**config.mk**
```make
export PLATFORM = sky130hd
export DESIGN_NAME = coalescing_range_table_core
export DESIGN_NICKNAME = d
export VERILOG_FILES = /design/src/rtl/core/crt_pkg.sv /design/src/rtl/core/crt_cell.sv /design/src/rtl/core/crt_merge.sv /design/src/rtl/core/coalescing_range_table_core.sv
export SDC_FILE = /design/constraint.sdc
export NUM_CORES = 2
export LEC_CHECK = 0
export ABC_CLOCK_PERIOD_IN_PS = 276100
export BUFFER_PORTS_ARGS = -buffer_cell sky130_fd_sc_hd__buf_2
export CORE_ASPECT_RATIO = 1.2
export CORE_MARGIN = 2
export CORE_UTILIZATION = 55
export CTS_BUF_LIST = sky130_fd_sc_hd__clkbuf_2
export CTS_CLUSTER_SIZE = 10
export DETAILED_ROUTE_END_ITERATION = 12
export PLACE_DENSITY = 0.71
export SETUP_SLACK_MARGIN = 0.5
export SYNTH_ARGS = -nofsm -noshare
export SYNTH_HDL_FRONTEND = slang
export SYNTH_SLANG_ARGS = --single-unit
```
**constraint.sdc**
```tcl
create_clock -name clk -period 276.1 [get_ports clk]
set_clock_uncertainty 0.1 [all_clocks]
set_input_delay 82.83 -clock clk [delete_from_list [all_inputs] [get_ports clk]]
set_output_delay 82.83 -clock clk [all_outputs]
set_load 0.05 [all_outputs]
```
**src/rtl/core/crt_pkg.sv**
```systemverilog
`timescale 1ns / 1ps
package crt_pkg;

  localparam int MAX_RANGES = 16;
  localparam int PAGE_SHIFT = 16;
  localparam int CNT_W = $clog2(MAX_RANGES + 1);

  localparam logic [63:0] PAGE_MASK = (64'd1 << PAGE_SHIFT) - 64'd1;
  localparam logic [63:0] ALL_ONES = ~64'd0;

  localparam logic MODE_ADD = 1'b0;
  localparam logic MODE_QUERY = 1'b1;

  localparam logic [1:0] STATUS_DONE = 2'd0;
  localparam logic [1:0] STATUS_FULL = 2'd1;
  localparam logic [1:0] STATUS_IGNORED = 2'd2;

  typedef struct packed {
    logic        mode;
    logic [63:0] base;
    logic [63:0] size;
    logic        may_write;
  } in_item_t;

  typedef struct packed {
    logic        hit;
    logic [63:0] hit_base;
    logic [63:0] hit_end;
    logic        hit_may_write;
    logic [1:0]  status;
  } out_item_t;

  typedef struct packed {
    logic [63:0] base;
    logic [63:0] lim;
    logic        wr;
  } entry_t;

endpackage

```
**src/rtl/core/crt_cell.sv**
```systemverilog
`timescale 1ns / 1ps
module crt_cell (
  input  logic            clk,
  input  logic            shift,
  input  crt_pkg::entry_t shift_d,
  input  logic            stage_we,
  input  crt_pkg::entry_t stage_d,
  input  logic            commit,
  output crt_pkg::entry_t live
);

  crt_pkg::entry_t live_r;
  crt_pkg::entry_t stage_r;

  always_ff @(posedge clk) begin
    if (commit) begin
      live_r <= stage_r;
    end else if (shift) begin
      live_r <= shift_d;
    end
    if (stage_we) begin
      stage_r <= stage_d;
    end
  end

  assign live = live_r;

endmodule

```
**src/rtl/core/crt_merge.sv**
```systemverilog
`timescale 1ns / 1ps
module crt_merge (
  input  logic            clk,
  input  logic            rst_n,
  input  logic            clear,
  input  logic            in_v,
  input  crt_pkg::entry_t in_e,
  input  logic            flush,
  output logic            emit_v,
  output crt_pkg::entry_t emit_e
);

  logic            cv_r;
  crt_pkg::entry_t cur_r;
  logic            mergeable;

  always_comb begin
    mergeable = cv_r && ((in_e.base < cur_r.lim) ||
                         ((in_e.base == cur_r.lim) && (in_e.wr == cur_r.wr)));
    emit_v = cv_r && ((in_v && !mergeable) || flush);
    emit_e = cur_r;
  end

  always_ff @(posedge clk) begin
    if (!rst_n) begin
      cv_r <= 1'b0;
    end else if (clear || flush) begin
      cv_r <= 1'b0;
    end else if (in_v) begin
      cv_r <= 1'b1;
    end
    if (in_v && !flush && !clear) begin
      if (mergeable) begin
        cur_r <= '{base: cur_r.base,
                   lim: (in_e.lim > cur_r.lim) ? in_e.lim : cur_r.lim,
                   wr: cur_r.wr & in_e.wr};
      end else begin
        cur_r <= in_e;
      end
    end
  end

endmodule

```
**src/rtl/core/coalescing_range_table_core.sv**
```systemverilog
`timescale 1ns / 1ps
// sequence: an accepted item passes S_SUM and S_ROUND; empty or wrapped adds and queries
// answered without a walk then go to S_OUT, the others pass S_DECIDE, walk the cell ring
// in S_RUN and, for an add, S_COMMIT before S_OUT
// throughput: one item at a time, set by the full rotation of the cell ring that each walked
// add or query makes; a result register lets the next item in while a result is held off
// reset: synchronous active-low rst_n empties the table and drops any item in flight
module coalescing_range_table_core (
  input  logic               clk,
  input  logic               rst_n,
  input  logic               in_valid,
  output logic               in_stall,
  input  crt_pkg::in_item_t  in_item,
  output logic               out_valid,
  input  logic               out_stall,
  output crt_pkg::out_item_t out_item
);

  typedef enum logic [2:0] {
    S_IDLE, S_SUM, S_ROUND, S_DECIDE, S_RUN, S_COMMIT, S_OUT
  } state_t;

  localparam int N = crt_pkg::MAX_RANGES;
  localparam int CW = crt_pkg::CNT_W;

  state_t state_r;
  logic              mode_r, wr_r, size_zero_r;
  logic [63:0]       base_r, sum_r, lo_r, hi_r;
  logic [CW-1:0]     cnt_r, rot_r, wp_r;
  logic              placed_r, flushed_r, ovf_r, found_r;
  logic              commit_r;
  crt_pkg::out_item_t res_r;
  crt_pkg::out_item_t out_r;
  logic              out_valid_r;
  logic              out_load;

  crt_pkg::entry_t live [N];
  crt_pkg::entry_t head, new_e, feed_e, emit_e;
  logic [N-1:0]    stage_we;
  logic            shift, feeding, take_new, feed_v, flush, emit_v, clear;
  logic            head_ok;

  assign head = live[0];
  assign head_ok = rot_r < cnt_r;
  assign new_e = '{base: lo_r, lim: hi_r, wr: wr_r};

  always_comb begin
    shift = 1'b0;
    take_new = 1'b0;
    feed_v = 1'b0;
    flush = 1'b0;
    feed_e = head;
    feeding = !(placed_r && !head_ok);
    if (state_r == S_RUN) begin
      if (mode_r == crt_pkg::MODE_ADD) begin
        if (feeding) begin
          take_new = !placed_r && (!head_ok || (lo_r < head.base));
          feed_v = 1'b1;
          if (take_new) begin
            feed_e = new_e;
          end
        end else if (!flushed_r) begin
          flush = 1'b1;
        end
      end
      shift = (rot_r != CW'(N)) && !take_new;
    end
  end

  assign clear = state_r == S_DECIDE;

  crt_merge u_merge (
    .clk    (clk),
    .rst_n  (rst_n),
    .clear  (clear),
    .in_v   (feed_v),
    .in_e   (feed_e),
    .flush  (flush),
    .emit_v (emit_v),
    .emit_e (emit_e)
  );

  always_comb begin
    for (int i = 0; i < N; i++) begin
      stage_we[i] = emit_v && (wp_r == CW'(i));
    end
  end

  for (genvar g = 0; g < N; g++) begin : g_cell
    localparam int NXT = (g + 1) % N;
    crt_cell u_cell (
      .clk      (clk),
      .shift    (shift),
      .shift_d  (live[NXT]),
      .stage_we (stage_we[g]),
      .stage_d  (emit_e),
      .commit   (commit_r),
      .live     (live[g])
    );
  end

  // result register is free or drains in this cycle
  assign out_load = (state_r == S_OUT) && (!out_valid_r || !out_stall);

  always_ff @(posedge clk) begin
    if (!rst_n) begin
      state_r <= S_IDLE;
      cnt_r <= '0;
      out_valid_r <= 1'b0;
      commit_r <= 1'b0;
    end else begin
      commit_r <= (state_r == S_COMMIT) && !ovf_r;
      out_valid_r <= out_load || (out_valid_r && out_stall);
      case (state_r)
        S_IDLE: begin
          if (in_valid) begin
            mode_r <= in_item.mode;
            wr_r <= in_item.may_write;
            base_r <= in_item.base;
            size_zero_r <= in_item.size == 64'd0;
            sum_r <= in_item.base + in_item.size;
            state_r <= S_SUM;
          end
        end
        S_SUM: begin
          lo_r <= base_r & ~crt_pkg::PAGE_MASK;
          hi_r <= (sum_r + crt_pkg::PAGE_MASK) & ~crt_pkg::PAGE_MASK;
          state_r <= S_ROUND;
        end
        S_ROUND: begin
          rot_r <= '0;
          wp_r <= '0;
          placed_r <= 1'b0;
          flushed_r <= 1'b0;
          ovf_r <= 1'b0;
          found_r <= 1'b0;
          if ((mode_r == crt_pkg::MODE_ADD) && (size_zero_r || (hi_r <= lo_r))) begin
            res_r <= '{hit: 1'b0, hit_base: 64'd0, hit_end: 64'd0, hit_may_write: 1'b0,
                       status: crt_pkg::STATUS_IGNORED};
            state_r <= S_OUT;
          end else if ((mode_r == crt_pkg::MODE_QUERY) && (cnt_r == '0 || size_zero_r)) begin
            res_r <= '0;
            state_r <= S_OUT;
          end else if ((mode_r == crt_pkg::MODE_QUERY) && (hi_r <= lo_r)) begin
            res_r <= '{hit: 1'b1, hit_base: lo_r, hit_end: crt_pkg::ALL_ONES,
                       hit_may_write: 1'b1, status: crt_pkg::STATUS_DONE};
            state_r <= S_OUT;
          end else begin
            res_r <= '0;
            state_r <= S_DECIDE;
          end
        end
        S_DECIDE: begin
          state_r <= S_RUN;
        end
        S_RUN: begin
          if (shift) begin
            rot_r <= rot_r + CW'(1);
          end
          if (mode_r == crt_pkg::MODE_ADD) begin
            if (take_new) begin
              placed_r <= 1'b1;
            end
            if (flush) begin
              flushed_r <= 1'b1;
            end
            if (emit_v) begin
              if (wp_r == CW'(N)) begin
                ovf_r <= 1'b1;
              end else begin
                wp_r <= wp_r + CW'(1);
              end
            end
            if (!feeding && flushed_r && rot_r == CW'(N)) begin
              state_r <= S_COMMIT;
            end
          end else begin
            if (head_ok && !found_r && (head.base < hi_r) && (head.lim > lo_r)) begin
              found_r <= 1'b1;
              res_r <= '{hit: 1'b1, hit_base: head.base, hit_end: head.lim,
                         hit_may_write: head.wr, status: crt_pkg::STATUS_DONE};
            end
            if (rot_r == CW'(N)) begin
              state_r <= S_OUT;
            end
          end
        end
        S_COMMIT: begin
          if (ovf_r) begin
            res_r.status <= crt_pkg::STATUS_FULL;
          end else begin
            res_r.status <= crt_pkg::STATUS_DONE;
            cnt_r <= wp_r;
          end
          state_r <= S_OUT;
        end
        S_OUT: begin
          if (out_load) begin
            state_r <= S_IDLE;
          end
        end
        default: begin
          state_r <= S_IDLE;
        end
      endcase
    end
  end

  always_ff @(posedge clk) begin
    if (out_load) begin
      out_r <= res_r;
    end
  end

  assign in_stall = state_r != S_IDLE;
  assign out_valid = out_valid_r;
  assign out_item = out_r;

endmodule

```
==> flow_summary.json <==
{
  "n_fill_cell": 24000,
  "rsz0062_at_grt": "no",
  "num_rows": 231,
  "dp_hpwl_microns": 254000,
  "postSynth.asyncResetShare": 0,
  "globalplace.congestion": 0.949,
  "synth-edff-count": 4746,
  "antenna_found_initial": 53,
  "min_path_type": "flop to flop",
  "htree_levels": 7,
  "crit_slowest_cell": "or3_1",
  "holdPathStages": 0,
  "r2r_start": "g_cell[0].u_cell.live[83]$_DFFE_PP_",
  "r2r-end": "g_cell[4].u_cell.stage_r[38]$_DFFE_PP_",
  "slew_violations": 2,
  "nNetsFinal": 11100,
  "wl_per_cell_microns": 27.1,
  "place_area_sq_um": 190000,
  "grtUsageMet1": 0.327,
  "finish.utilization": 0.604,
  "grt_first_pass_wirelength_microns": 618000,
  "grt_max_degree": 190,
  "cts_made_buffers": 1186,
  "area_growth_pct": 9.12,
  "start_kind": "flop",
  "core_region_area_sq_um": 330000,
  "violations": "max-capacitance violations, max-slew violations",
  "ir_worst_vdd_mv": 0.00769,
  "gr-usage-met3": 0.0616,
  "min_period_ps": 86360,
  "die_w_microns": 530,
  "drive_gt1_frac": 0.371,
  "drc": 0,
  "synth_xor_area_frac": 0.00527,
  "finalSetupViolCount": 0,
  "synth.yosys.seq_area_share": 0.781,
  "dr_total_vias": 91700,
  "min_to": "out_item[86]$_DFFE_PP_",
  "routed_wirelength_microns": 428000,
  "reg2reg_depth": 23,
  "cts.sinks": 4757,
  "synth_mux_area_frac": 0.127,
  "netlist_instances": 9360,
  "clk_latency_ps": 2250,
  "r2r_setup_slack_ps": 264200,
  "fin_crit_sh": 0.313,
  "top_usage_layer": "met2",
  "setup.worst_path.start": "state_r[0]$_SDFFE_PN0P_",
  "relSlewSlack": -0.0259,
  "max_stage_delay_ps": 530,
  "min_from": "res_r[86]$_DFFE_PP_",
  "synth_top_family_by_area": "multiplexers",
  "synth-main-ff-cell": "edfxtp_1",
  "cellPowerDensity_nw_per_um2": 8.24,
  "die_area_sq_um": 337000,
  "synth_compound_area_frac": 0.0274,
  "whs_ps": 232,
  "clk_pin_slew_ps": 110,
  "post_cts_buffers": 0,
  "cts_tree": "done",
  "cp.required_ps": 193170,
  "met2_usage": 0.417,
  "fin_area_sq_um": 199000,
  "crit_arrival_ps": 3430,
  "critPathTopFamily": "simple AND/OR/NAND/NOR gates",
  "cts_root_buf": "clkbuf_2",
  "synth_area_sq_um": 183000,
  "place_inst": 13800,
  "dr.first_iter.drc_count": 9244,
  "critical_path_class": "flop to output pin",
  "tns_ps": 0,
  "synth_area_per_cell_sq_um": 19.5,
  "status": "finished with violations",
  "ant_nets": 0,
  "yosys_register_bits": 4757,
  "synthesis.nets": 9889,
  "io_buffers": 267,
  "grt-ovfl-total": 0,
  "timing.fmax_mhz": 11.6,
  "crit_path_max_fanout": 11,
  "post_cts_resized": 0,
  "first_pass_iters": 6,
  "die_h_microns": 636,
  "synth_adder_area_share": 0.0271,
  "worst_pin_slew_ps": 1520,
  "synth-simple-area-share": 0.0202,
  "initial_core_util": 0.553,
  "synth_cell_type_count": 81,
  "worstPathCellList": "or3_1, buf_2",
  "critPathBufInv": 1,
  "cts-hold-fix-buffers": 0,
  "grtUsageTotal": 0.255,
  "finalHoldViolations": 0,
  "routed_via_density": 5.81,
  "grt_pass1_vias": 94700,
  "p_leak_nw": 68.4,
  "clockBufferDepth": 5,
  "maxCapViolations": 1,
  "stdcell_count": 15800,
  "yosys_warnings": 0,
  "end_kind": "output pin",
  "ios": 268
}
-- metal layers --
metal  part of all wire  vias up
li1                   -    40100
met1               0.39    47300
met2               0.50     3690
met3              0.076      699
met4              0.031       22
met5            0.00032        -
-- where the power goes --
part	switching, mW	leakage [nW]	internal (mW)
clock	0.271	7.57	0.175
sequential	0.0431	43.2	0.930
combinational	0.144	17.7	0.0808
-- cell families after synthesis --
logic type               after synthesis
multiplexers                        2068
buffers and inverters                572
AND/OR/NAND/NOR                      711
flip-flops                          4757
AO/OA/AOI/OAI                        747
XOR/XNOR                             110
adder cells (fa/ha/maj)              395
-- sequential cells by signal (all words and copies together), names as in the netlist --
register and cells:
commit_r 1, cnt_r 5, flushed_r 1, state_r 3, hi_r 48, wp_r 5
mode_r 1, size_zero_r 1, res_r 132, out_item 132, g_cell.u_cell.live 2064, ovf_r 1
lo_r 48, u_merge.cv_r 1, base_r 48, sum_r 64, found_r 1, u_merge.emit_e 129
g_cell.u_cell.stage_r 2064, wr_r 1, placed_r 1, out_valid 1, rot_r 5
-- stage by stage --
step	setup WS, ps	power (mW)
floorplan	174790	1.57
global route	189580	1.72
finish	189740	1.64
CTS	189510	1.66
detailed placement	189440	1.21
global placement	189380	1.21
-- final cells by class --
type                    count  area, sq um  area share
multi-input cells        4031        38100       0.191
clock buffers            1625         8130      0.0408
inverters                 245          922     0.00462
diodes                     27         67.6    0.000339
flip-flops and latches   4757       143000       0.715
repair buffers            385         2360      0.0118
well taps                4427         5540      0.0278
clock inverters           294         1670     0.00835
-- worst max path at each step --
stage / end / depth (start not counted)
after floorplan: g_cell[0].u_cell.live[0]$_DFFE_PP_ / 11
after global placement: sum_r[57]$_DFFE_PP_ / 12
after detailed placement: sum_r[57]$_DFFE_PP_ / 12
after CTS: in_stall / 2
after global routing: in_stall / 2
final: in_stall / 2
-- synthesized netlist by cell type (13+ instances only) --
cell,n,area share
edfxtp_1,4746,0.78
mux2_2,2064,0.13
ha_1,394,0.027
clkbuf_1,292,0.0060
inv_1,244,0.0050
a21o_1,233,0.0096
nand2_1,213,0.0044
o21ai_0,173,0.0047
a21oi_1,144,0.0039
nor2_1,90,0.0018
nand4_1,87,0.0030
xnor2_1,71,0.0034
nand3_1,62,0.0017
nor2b_1,61,0.0021
and3_1,43,0.0015
o32ai_1,41,0.0020
xor2_1,39,0.0019
nor4_1,38,0.0013
nor3_1,33,0.00090
o21a_1,29,0.0012
and2_1,19,0.00065
nand2b_1,18,0.00062
a31oi_1,16,0.00055
buf_2,15,0.00041
buf_1,13,0.00027
-- layout by cell type, fill, tap and decap left out, types with 62 or more instances in the layout --
| cell type | netlist | final |
|---|---|---|
| a21o_1 | 233 | 233 |
| clkinv_1 | 0 | 222 |
| edfxtp_1 | 4746 | 4746 |
| nand3_1 | 62 | 62 |
| inv_1 | 244 | 244 |
| nor2_1 | 90 | 87 |
| xnor2_1 | 71 | 71 |
| a21oi_1 | 144 | 143 |
| nand2_1 | 213 | 211 |
| buf_2 | 15 | 267 |
| o21ai_0 | 173 | 173 |
| buf_4 | 6 | 107 |
| clkbuf_2 | 1 | 1625 |
| ha_1 | 394 | 394 |
| nand4_1 | 87 | 87 |
| mux2_2 | 2064 | 2064 |
Note: power is estimated with default switching activity, not from simulation.
